==> config.mk <==
export PLATFORM = sky130hd
export DESIGN_NAME = rc_receiver_frame_decoder_core
export DESIGN_NICKNAME = d
export VERILOG_FILES = /design/src/sv/rcfd_pkg.sv /design/src/sv/rcfd_csr.sv /design/src/sv/rcfd_decode.sv /design/src/sv/rc_receiver_frame_decoder_core.sv
export SDC_FILE = /design/constraint.sdc
export NUM_CORES = 1
export LEC_CHECK = 0
export ABC_AREA = 1
export BUFFER_PORTS_ARGS = -buffer_cell sky130_fd_sc_hd__buf_2
export CORE_AREA = 2 2 161 163
export DETAILED_ROUTE_END_ITERATION = 7
export DIE_AREA = 0 0 163 165
export MAX_ROUTING_LAYER = met4
export PLACE_DENSITY = 0.73
export SLEW_MARGIN = 20
export SYNTH_ARGS = -nofsm -noshare
export SYNTH_HDL_FRONTEND = slang
export SYNTH_SLANG_ARGS = --single-unit
==> constraint.sdc <==
create_clock -name clock -period 4.8 [get_ports clock]
set_input_delay 0.96 -clock clock [delete_from_list [all_inputs] [get_ports clock]]
set_output_delay 0.96 -clock clock [all_outputs]
set_load 0.02 [all_outputs]
==> src/sv/rcfd_pkg.sv <==
package rcfd_pkg;

   localparam int CH_W        = 11;
   localparam int NUM_STICKS  = 4;
   localparam int SW_W        = 2;
   localparam int STORE_BYTES = 6;
   localparam int STORE_IDX_W = 3;
   localparam int GAP_W       = 16;
   localparam int LINK_CFG_W  = 20;
   localparam int LINK_W      = 21;

   localparam int CSR_INDEX_W = 4;
   localparam int CSR_DATA_W  = 20;

   // Register indexes on the configuration port.
   localparam logic [CSR_INDEX_W-1:0] CSR_GAP_THRESHOLD = 4'd0;
   localparam logic [CSR_INDEX_W-1:0] CSR_LINK_TIMEOUT  = 4'd1;
   localparam logic [CSR_INDEX_W-1:0] CSR_CHANNEL_MIN   = 4'd2;
   localparam logic [CSR_INDEX_W-1:0] CSR_CHANNEL_MAX   = 4'd3;

   // Request kinds.
   localparam logic MODE_BYTE = 1'b0;
   localparam logic MODE_TICK = 1'b1;

   localparam logic [GAP_W-1:0]      GAP_THRESHOLD_RST = 16'd3000;
   localparam logic [LINK_CFG_W-1:0] LINK_TIMEOUT_RST  = 20'd100000;
   localparam logic [CH_W-1:0]       CHANNEL_MIN_RST   = 11'd200;
   localparam logic [CH_W-1:0]       CHANNEL_MAX_RST   = 11'd1800;
   localparam logic [CH_W-1:0]       STICK_RST         = 11'd1024;
   localparam logic [SW_W-1:0]       SWITCH_RST        = 2'd0;
   localparam logic [GAP_W-1:0]      GAP_SAT           = '1;
   localparam logic [LINK_W-1:0]     LINK_SAT          = '1;

   typedef logic [STORE_BYTES-1:0][7:0]     byte_array_type;
   typedef logic [NUM_STICKS-1:0][CH_W-1:0] stick_array_type;

   typedef struct packed {
      logic [GAP_W-1:0]      gap_threshold;
      logic [LINK_CFG_W-1:0] link_timeout;
      logic [CH_W-1:0]       channel_min;
      logic [CH_W-1:0]       channel_max;
   } cfg_type;

   typedef struct packed {
      stick_array_type sticks;
      logic [SW_W-1:0] switch_1;
      logic [SW_W-1:0] switch_2;
      logic            in_range;
   } decode_type;

endpackage

==> src/sv/rcfd_csr.sv <==
module rcfd_csr (
   input  logic                               clock,
   input  logic                               reset,
   input  logic                               csr_valid,
   output logic                               csr_ready,
   input  logic [rcfd_pkg::CSR_INDEX_W-1:0]   csr_index,
   input  logic [rcfd_pkg::CSR_DATA_W-1:0]    csr_wdata,
   output rcfd_pkg::cfg_type                  cfg
);
   import rcfd_pkg::*;

   cfg_type cfg_ff;
   cfg_type cfg_in;

   assign csr_ready = 1'b1;

   always_comb begin
      cfg_in = cfg_ff;
      if (csr_valid) begin
         case (csr_index)
            CSR_GAP_THRESHOLD: cfg_in.gap_threshold = csr_wdata[GAP_W-1:0];
            CSR_LINK_TIMEOUT:  cfg_in.link_timeout  = csr_wdata[LINK_CFG_W-1:0];
            CSR_CHANNEL_MIN:   cfg_in.channel_min   = csr_wdata[CH_W-1:0];
            CSR_CHANNEL_MAX:   cfg_in.channel_max   = csr_wdata[CH_W-1:0];
            default:           cfg_in = cfg_ff;
         endcase
      end
   end

   always_ff @(posedge clock) begin
      if (reset) begin
         cfg_ff.gap_threshold <= GAP_THRESHOLD_RST;
         cfg_ff.link_timeout  <= LINK_TIMEOUT_RST;
         cfg_ff.channel_min   <= CHANNEL_MIN_RST;
         cfg_ff.channel_max   <= CHANNEL_MAX_RST;
      end else begin
         cfg_ff <= cfg_in;
      end
   end

   assign cfg = cfg_ff;

endmodule

==> src/sv/rcfd_decode.sv <==
module rcfd_decode (
   input  rcfd_pkg::byte_array_type frame_bytes,
   input  rcfd_pkg::cfg_type        cfg,
   output rcfd_pkg::decode_type     dec
);
   import rcfd_pkg::*;

   stick_array_type ch;
   logic [NUM_STICKS-1:0] ok;

   // Sticks are packed LSB first, 11 bits each, across the first bytes.
   assign ch[0] = {frame_bytes[1][2:0], frame_bytes[0]};
   assign ch[1] = {frame_bytes[2][5:0], frame_bytes[1][7:3]};
   assign ch[2] = {frame_bytes[4][0], frame_bytes[3], frame_bytes[2][7:6]};
   assign ch[3] = {frame_bytes[5][3:0], frame_bytes[4][7:1]};

   always_comb begin
      for (int i = 0; i < NUM_STICKS; i++) begin
         ok[i] = (ch[i] >= cfg.channel_min) && (ch[i] <= cfg.channel_max);
      end
   end

   assign dec.sticks   = ch;
   assign dec.switch_1 = frame_bytes[5][7:6];
   assign dec.switch_2 = frame_bytes[5][5:4];
   assign dec.in_range = &ok;

endmodule

==> src/sv/rc_receiver_frame_decoder_core.sv <==
// Channel   Direction  Handshake              Contents
// req_      in         req_valid / req_stall  mode, received byte
// rsp_      out        rsp_valid / rsp_stall  held sticks, switches, link, frame pulses
// csr_      in         csr_valid / csr_ready  register index, write data
//
// One request is taken every cycle unless a stalled response holds the request register.
// The request register feeds one pass of decode and timer logic into the response register.
// Reset (synchronous) restores the register defaults, saturates both timers (link offline)
// and sets the sticks to mid scale. No clearing pass follows reset.
// A stalled response holds the request register, which then stalls requests.
module rc_receiver_frame_decoder_core #(
   parameter int FRAME_BYTES = 18
) (
   input  logic                              clock,
   input  logic                              reset,
   input  logic                              req_valid,
   output logic                              req_stall,
   input  logic                              req_mode,
   input  logic [7:0]                        req_rx_byte,
   output logic                              rsp_valid,
   input  logic                              rsp_stall,
   output logic [rcfd_pkg::CH_W-1:0]         rsp_stick_0,
   output logic [rcfd_pkg::CH_W-1:0]         rsp_stick_1,
   output logic [rcfd_pkg::CH_W-1:0]         rsp_stick_2,
   output logic [rcfd_pkg::CH_W-1:0]         rsp_stick_3,
   output logic [rcfd_pkg::SW_W-1:0]         rsp_switch_1,
   output logic [rcfd_pkg::SW_W-1:0]         rsp_switch_2,
   output logic                              rsp_link_online,
   output logic                              rsp_frame_accepted,
   output logic                              rsp_frame_rejected,
   input  logic                              csr_valid,
   output logic                              csr_ready,
   input  logic [rcfd_pkg::CSR_INDEX_W-1:0]  csr_index,
   input  logic [rcfd_pkg::CSR_DATA_W-1:0]   csr_wdata
);
   import rcfd_pkg::*;

   localparam int POS_W = $clog2(FRAME_BYTES + 1);
   localparam logic [POS_W-1:0] LAST_POS = POS_W'(FRAME_BYTES);
   localparam logic [POS_W-1:0] STORE_LIMIT = POS_W'(STORE_BYTES);

   cfg_type    cfg;
   decode_type dec;

   // Request register.
   logic       in_valid_ff, in_valid_in;
   logic       in_mode_ff;
   logic [7:0] in_byte_ff;

   // Decoder state.
   byte_array_type  store_ff;
   logic [POS_W-1:0] pos_ff, pos_in;
   logic [GAP_W-1:0] gap_ff, gap_in;
   logic [LINK_W-1:0] link_ff, link_in;
   stick_array_type sticks_ff, sticks_in;
   logic [SW_W-1:0] sw1_ff, sw1_in, sw2_ff, sw2_in;

   // Response register.
   logic rsp_valid_ff, rsp_valid_in;
   logic online_ff, accepted_ff, rejected_ff;
   logic accepted_in, rejected_in;

   logic req_take, advance, is_byte, store_we, frame_done;
   logic [POS_W-1:0] pos_start, pos_next;
   byte_array_type view;

   rcfd_csr u_csr (
      .clock     (clock),
      .reset     (reset),
      .csr_valid (csr_valid),
      .csr_ready (csr_ready),
      .csr_index (csr_index),
      .csr_wdata (csr_wdata),
      .cfg       (cfg)
   );

   rcfd_decode u_decode (
      .frame_bytes (view),
      .cfg         (cfg),
      .dec         (dec)
   );

   assign advance   = in_valid_ff && (!rsp_valid_ff || !rsp_stall);
   assign req_stall = in_valid_ff && !advance;
   assign req_take  = req_valid && !req_stall;

   assign in_valid_in = req_take ? 1'b1 : (advance ? 1'b0 : in_valid_ff);
   assign rsp_valid_in = advance ? 1'b1 : ((rsp_valid_ff && rsp_stall) ? 1'b1 : 1'b0);

   assign is_byte   = (in_mode_ff == MODE_BYTE);
   // A long enough idle gap restarts the frame at this byte.
   assign pos_start = (gap_ff > cfg.gap_threshold) ? '0 : pos_ff;
   assign pos_next  = pos_start + 1'b1;
   assign store_we  = advance && is_byte && (pos_start < STORE_LIMIT);
   assign frame_done = is_byte && (pos_next == LAST_POS);

   // The decoder sees the store with the current byte already in place.
   always_comb begin
      view = store_ff;
      if (is_byte && (pos_start < STORE_LIMIT)) begin
         view[pos_start[STORE_IDX_W-1:0]] = in_byte_ff;
      end
   end

   always_comb begin
      pos_in      = pos_ff;
      gap_in      = gap_ff;
      link_in     = link_ff;
      sticks_in   = sticks_ff;
      sw1_in      = sw1_ff;
      sw2_in      = sw2_ff;
      accepted_in = 1'b0;
      rejected_in = 1'b0;
      if (advance) begin
         if (!is_byte) begin
            if (gap_ff != GAP_SAT) begin
               gap_in = gap_ff + 1'b1;
            end
            if (link_ff != LINK_SAT) begin
               link_in = link_ff + 1'b1;
            end
         end else begin
            gap_in = '0;
            pos_in = pos_next;
            if (frame_done) begin
               pos_in = '0;
               if (dec.in_range) begin
                  sticks_in   = dec.sticks;
                  sw1_in      = dec.switch_1;
                  sw2_in      = dec.switch_2;
                  link_in     = '0;
                  accepted_in = 1'b1;
               end else begin
                  rejected_in = 1'b1;
               end
            end
         end
      end
   end

   always_ff @(posedge clock) begin
      if (reset) begin
         in_valid_ff  <= 1'b0;
         rsp_valid_ff <= 1'b0;
         pos_ff       <= '0;
         gap_ff       <= GAP_SAT;
         link_ff      <= LINK_SAT;
         for (int i = 0; i < NUM_STICKS; i++) begin
            sticks_ff[i] <= STICK_RST;
         end
         sw1_ff <= SWITCH_RST;
         sw2_ff <= SWITCH_RST;
      end else begin
         in_valid_ff  <= in_valid_in;
         rsp_valid_ff <= rsp_valid_in;
         pos_ff       <= pos_in;
         gap_ff       <= gap_in;
         link_ff      <= link_in;
         sticks_ff    <= sticks_in;
         sw1_ff       <= sw1_in;
         sw2_ff       <= sw2_in;
      end
   end

   always_ff @(posedge clock) begin
      if (req_take) begin
         in_mode_ff <= req_mode;
         in_byte_ff <= req_rx_byte;
      end
      if (store_we) begin
         store_ff[pos_start[STORE_IDX_W-1:0]] <= in_byte_ff;
      end
      if (advance) begin
         online_ff   <= (link_in <= {1'b0, cfg.link_timeout});
         accepted_ff <= accepted_in;
         rejected_ff <= rejected_in;
      end
   end

   assign rsp_valid          = rsp_valid_ff;
   assign rsp_stick_0        = sticks_ff[0];
   assign rsp_stick_1        = sticks_ff[1];
   assign rsp_stick_2        = sticks_ff[2];
   assign rsp_stick_3        = sticks_ff[3];
   assign rsp_switch_1       = sw1_ff;
   assign rsp_switch_2       = sw2_ff;
   assign rsp_link_online    = online_ff;
   assign rsp_frame_accepted = accepted_ff;
   assign rsp_frame_rejected = rejected_ff;

`ifndef ASSERT_OFF
   a_pulse_excl: assert property (@(posedge clock) disable iff (reset)
      rsp_valid_ff |-> !(accepted_ff && rejected_ff))
      else $error("accept and reject pulses set together");

   a_accept_online: assert property (@(posedge clock) disable iff (reset)
      (rsp_valid_ff && accepted_ff) |-> online_ff)
      else $error("link offline right after an accepted frame");

   a_reject_holds: assert property (@(posedge clock) disable iff (reset)
      (advance && rejected_in) |=> ($stable(sticks_ff) && $stable(sw1_ff) && $stable(sw2_ff)))
      else $error("held values changed on a rejected frame");

   a_pos_bound: assert property (@(posedge clock) disable iff (reset)
      pos_ff < LAST_POS)
      else $error("byte position reached the frame length");

   a_stall_full: assert property (@(posedge clock) disable iff (reset)
      req_stall |-> (in_valid_ff && rsp_valid_ff && rsp_stall))
      else $error("request stalled while the pipeline can move");
`endif

endmodule
# Yosys cells after proc, flatten, opt, wreduce, memory -nomap -nowiden

Cells that the tools add are included.
Widths: inputs -> output; s select.

Equal/unequal tests: 7
Reductions and logical operators: 29
Add/sub/neg operators: 3
Order comparisons: 13
Bitwise gates (word level): 2
Mux-type cells: 19

Operators with widths:

| kind                  | number |
|---|---|
| $mux 21               | 5 |
| $bwmux 48             | 1 |
| $mux 48               | 1 |
| $ge 11x11->1          | 4 |
| $le 11x11->1          | 4 |
| $mux 16               | 2 |
| $demux 8 s3           | 1 |
| $add 21x1->21 const B | 1 |
| $le 21x20->1          | 1 |
| $ne 21x21->1 const B  | 1 |
| $add 16x1->16 const B | 1 |
| $gt 16x16->1          | 1 |
| $ne 16x16->1 const B  | 1 |
| $logic_and 1x1->1     | 13 |
| $reduce_and 2->1      | 6 |
| $mux 5                | 2 |
| $eq 4x2->1 const B    | 2 |
| $mux 8                | 1 |
| $reduce_and 7->1      | 1 |
| $mux 1                | 6 |
| $add 5x1->5 const B   | 1 |
| $eq 5x5->1 const B    | 1 |
| $lt 5x3->1 const B    | 1 |
| $eq 4x1->1 const B    | 1 |
| other kinds (10)      | 14 |

Register bits: 210
Bits of input ports: 38
Output and inout port bits: 54

# Logic depth before layout (Yosys ltp)

Depth after elaboration: 16
Depth in mapped cells: 50
Depth with buffers taken out: 49

# Modules after synthesis

Synthesis repeated with hierarchy kept, for this count alone.

Cell total of the unflattened synthesis: 1927
Area, all modules: 13429.1 um^2

Modules (own cells, without submodules):

| module                         | cells an instance | times used | area each (um^2) |
|---|---|---|---|
| rc_receiver_frame_decoder_core | 1123              | 1          | 8176.6 |
| rcfd_decode                    | 422               | 1          | 2641.3 |
| rcfd_csr                       | 382               | 1          | 2611.3 |

# Worst setup path before layout

OpenSTA, ideal clock, no wires.

Path kind: register to register
Start point: register gap_ff[11]
End point: register online_ff, in the netlist rsp_link_online (data pin)
Library setup time: 0.261 ns
Stages on the path, launching flop included: 40
Period minus slack after synthesis: 5.085 ns
Data required time: 4.539 ns
Arrival time: 4.824 ns
Path buffers: 2
Setup slack: -0.285 ns
Cells stage by stage: dfxtp_1 -> ha_1 -> a21oi_1 -> nand2_1 -> a21oi_1 -> nand2_2 -> nand2_4 -> nand3_1 -> nand3_1 -> clkbuf_1 -> nand2_1 -> o21ai_0 -> inv_1 -> ha_1 -> a21oi_1 -> nor2_1 -> nor2_1 -> o21ai_0 -> [4 not listed] -> nor2_1 -> nand3_4 -> nor2_2 -> buf_4 -> nor2_1 -> ha_1 -> nand2_1 -> o21a_1 -> o21ai_0 -> nand4_1 -> nand2_1 -> nand2_1 -> nand2_1 -> nand3_1 -> nand2_1 -> a21oi_1 -> nor2_1 -> a21oi_1

RTL lines:

| element                  | RTL line                              | text |
|---|---|---|
| start: declaration       | rc_receiver_frame_decoder_core.sv:53  | `logic [GAP_W-1:0] gap_ff, gap_in;` |
| start signal: assignment | rc_receiver_frame_decoder_core.sv:157 | `gap_ff <= gap_in;` |
| end signal: assignment   | rc_receiver_frame_decoder_core.sv:174 | `online_ff <= (link_in <= {1'b0, cfg.link_timeout});` |
| end: declaration         | rc_receiver_frame_decoder_core.sv:60  | `logic online_ff, accepted_ff, rejected_ff;` |

# Worst setup path in the final report

Start point: register u_csr.cfg_ff, in the netlist u_csr.cfg[53]
End point: register sticks_ff, in the netlist rsp_stick_3[1]

Cells in the longest elaborated chain, start to end: 11

Ends and longest elaborated chain:

| element                                                        | RTL line                              | text |
|---|---|---|
| start: declaration                                             | rcfd_csr.sv:12                        | `cfg_type cfg_ff;` |
| start signal: assignment                                       | rcfd_csr.sv:37                        | `cfg_ff <= cfg_in;` |
| $gt 16x16->1 *                                                 | rc_receiver_frame_decoder_core.sv:92  | `assign pos_start = (gap_ff > cfg.gap_threshold) ? '0 : pos_ff;` |
| $mux 5 *                                                       | rc_receiver_frame_decoder_core.sv:92  |  |
| $lt 3x4->1 (implied by the code) or $ge 3x1->1 (tied branches) | rc_receiver_frame_decoder_core.sv:101 | `view[pos_start[STORE_IDX_W-1:0]] = in_byte_ff;` |
| $logic_and 1x1->1 (implied by the code)                        | rc_receiver_frame_decoder_core.sv:101 |  |
| $mux 8 (implied by the code)                                   | rc_receiver_frame_decoder_core.sv:101 |  |
| $demux 8 s3                                                    | rc_receiver_frame_decoder_core.sv:101 |  |
| $bwmux 48                                                      | rc_receiver_frame_decoder_core.sv:101 |  |
| $mux 48                                                        | rc_receiver_frame_decoder_core.sv:100 | `if (is_byte && (pos_start < STORE_LIMIT)) begin` |
| $ge 11x11->1 or $le 11x11->1 (tied branches)                   | rcfd_decode.sv:19                     | `ok[i] = (ch[i] >= cfg.channel_min) && (ch[i] <= cfg.channel_max);` |
| $logic_and 1x1->1                                              | rcfd_decode.sv:19                     |  |
| $reduce_and 7->1 (no line)                                     | --                                    |  |
| end signal: assignment                                         | rc_receiver_frame_decoder_core.sv:159 | `sticks_ff <= sticks_in;` |
| end: declaration                                               | rc_receiver_frame_decoder_core.sv:55  | `stick_array_type sticks_ff, sticks_in;` |

Every way passes the cells marked *; elsewhere a longest branch is shown, timed or not.
A chain may end at the register's enable or synchronous reset.

==> results.yml <==
run_status:
  status: "finished with violations"
  violations: "negative setup slack"
finish:
  final_layout_size_suffix_gt1_frac: 0.258
  final_cell_mix: "nand2_1 (409), inv_1 (217), buf_4 (213)"
  antenna_cells: 0
  syn2layout_area_growth_pct: 32.5
  design_area_mm2: 0.0167
  instances_no_fill: 2383
  final_common_cell: "nand2_1"
  fin_nets: 2200
drt:
  detail_route.vias_per_cell: 5.50
  via_count: 13097
  drtIter0Drc: 1141
  wl_um: 41300
  dr.pass1.iters: 8
  drt.antenna.violating_nets: 0
  drc_errors: 0
  drt-wirelength-per-cell_um: 17.3
global_route:
  antenna_found_initial: 0
  grt_max_degree: 88
  grt_usage: 0.299
  gr-total-overflow: 0
  grt_pass1_wl_um: 61700
  grt_pass1_vias: 12059
critical_path:
  required_ps: 5270
  crit_start: "u_csr.cfg[53]"
  ff2ff_setup_slack_ps: -810
  r2r_end: "rsp_stick_3[1]"
  crit_top_cell: "buf_4"
  crit_fanout: 4
  crit_path_end: "rsp_stick_3[1]"
  crit_type: "register to register"
  r2r_start: "u_csr.cfg[53]"
  crit_buf_inv: 28
  slowest_delay_ps: 320
  critPathTopFamily: "buffers and inverters"
  crit_slowest_cell: "dfxtp_2"
  path_depth: 41
  cp.arrival_ps: 6080
  cp-start-kind: "register"
  r2r_cells: 41
  end_kind: "register"
sta:
  setup-violations-final: 2
  maxSlewHeadroom: 0.367
  rsz0062_at_grt: "true"
  fin_crit_ps: 5610
  period_share: 1.17
  hold_ws_ps: 469
  hold_violations: 0
  layout_setup_ws_ps: -810
  tightest_slew_ps: 942
  finalMaxSlewViolations: 0
  fmax_ghz: 0.178
  skew_ps: 20.0
clock_network:
  clock_latency_ps: 540
  path_clk_slew_ps: 60
  ctsLongestPathBuffers: 3
  cts_root_buf: "clkbuf_16"
  cts.sinks: 210
  cts_buffers: 25
  htreeDepth: 1
  cts_tree: "done"
  cts_hold_buf: 0
yosys:
  ys.flop_type: "dfxtp_1"
  netlist_area_mm2: 0.0126
  syn_area_per_cell_um2: 7.21
  ys_ff_latch: 210
  yosysTopAreaCellShare: 0.238
  synth_area_leaders: "dfxtp_1 (24%), edfxtp_1 (14%), nand2_1 (13%)"
  synth_edf_count: 60
  async_flop_share: 0
  synth_warnings: 0
  synth_top_area_cell: "dfxtp_1"
  synth_cell_types: 43
  synthCells: 1748
  seq_area_frac_synth: 0.381
  synth_nets: 1914
placed_design:
  portBuffers: 90
  placedCellCount: 2278
  routabilityCongestion: 0.952
  placed_area_mm2: 0.0146
  dp_hpwl_um: 27200
floorplanning:
  initial_core_util: 0.503
  ios: 92
  die_y_um: 165
  die_w_um: 163
  fp-row-count: 58
  core_region_area_mm2: 0.0250
  die_area_mm2: 0.0269
min_path:
  holdCritPathClass: "register to register"
  min-delay-start: "rsp_stick_0[10]"
power_and_ir_drop:
  powerDensity_mw_per_mm2: 331
  power_leakage_nw: 8.27
  ir_drop_v: 0.000398
flow_run:
  cap_viol_max_count: 0
==> state kept, by name, indices dropped and copies added, names as in the netlist <==
signal	flops
store_ff	48
in_byte_ff	8
u_csr.cfg	58
rsp_valid	1
rsp_stick_1	11
rsp_switch_2	2
rsp_stick_3	11
gap_ff	16
rsp_frame_accepted	1
in_valid_ff	1
rsp_stick_0	11
pos_ff	5
in_mode_ff	1
rsp_stick_2	11
rsp_switch_1	2
link_ff	21
rsp_frame_rejected	1
rsp_link_online	1
==> tightest hold or removal path, cell delays in order, from the launching register on <==
cell and delay, ps:
dfxtp_1 320, nand2_1 50, nand3_1 60
==> where the power goes <==
part / internal [mW] / switching, mW / leakage, nW
logic: 0.685 / 0.989 / 6.13
clock network: 1.10 / 0.786 / 0.392
registers: 1.90 / 0.0607 / 1.75
==> Yosys cell counts (2+ instances only) <==
library cell and instances:
nand2_1 451, inv_1 238, nor2_1 169, dfxtp_1 150, o21ai_0 142, ha_1 128
a21oi_1 115, nand3_1 100, edfxtp_1 60, nand4_1 37, clkbuf_1 32, nor3_1 15
buf_2 12, buf_1 9, buf_4 9, o21ai_1 8, nor4_1 7, o211ai_1 7
or2_2 7, a21boi_0 6, a211oi_1 5, a31oi_1 4, nand2_2 4, o21a_1 4
a21o_1 3, nand3_2 2, nand4_2 2, nor2_2 2, nor2_4 2, o21bai_1 2
o311ai_0 2, xnor2_1 2, xor2_1 2
==> worst min-delay path by stage <==
| stage | end | slack (ps) | cells after the start |
|---|---|---|---|
| floorplan | u_csr.cfg[23] | 440 | 2 |
| global placement | u_csr.cfg[48] | 450 | 2 |
| detailed placement | rsp_stick_0[10] | 460 | 2 |
| CTS | rsp_stick_0[10] | 470 | 2 |
| global route | rsp_stick_1[3] | 500 | 2 |
| finish | rsp_stick_0[10] | 470 | 2 |
==> layer usage <==
| metal | share of wire | wire length [um] | track usage | vias to the layer above |
|---|---|---|---|---|
| met3 | 0.066 | 2710 | 0.0364 | 173 |
| li1 | - | - | - | 6329 |
| met1 | 0.39 | 16200 | 0.346 | 5986 |
| met5 | 0 | 0 | - | - |
| met4 | 0.061 | 2520 | 0.150 | 0 |
| met2 | 0.48 | 19800 | 0.513 | 609 |
==> kinds of logic after synthesis <==
kind of cell	synth area share
AOI/OAI and AO/OA	0.127
xor gates and xnor gates	0.00278
adders and majority gates	0.127
buffers and inverters	0.0935
DFF	0.381
muxes	0.000893
other	0.000298
and+or+nand+nor	0.268
==> timing repair <==
item	CTS	global route
gates resized for setup	112	89
pin swaps	48	55
gates cloned	4	1
endpoints found under the setup margin	1	40
setup buffers	37	18
==> metrics by stage <==
| stage | utilization | setup TNS, ps | worst slack [ps] | power, mW |
|---|---|---|---|---|
| final | 0.667 | -1570 | -810 | 5.53 |
| after CTS | 0.646 | -980 | -495 | 5.43 |
| after global placement | 0.583 | -554 | -554 | 3.42 |
| after global routing | 0.667 | -8860 | -1230 | 5.82 |
| after floorplan | - | 0 | 13.9 | 2.94 |
| after detailed placement | 0.583 | -808 | -808 | 3.46 |
==> cell type report <==
type / instances / area (um^2)
fill: 1957 / 8340
tap: 330 / 413
inverter: 239 / 903
clock buffer: 34 / 679
timing repair buffer: 319 / 2280
sequential: 210 / 4810
multi-input combinational: 1239 / 7490
clock inverter: 12 / 124
Power figures use the tool's default switching activity.
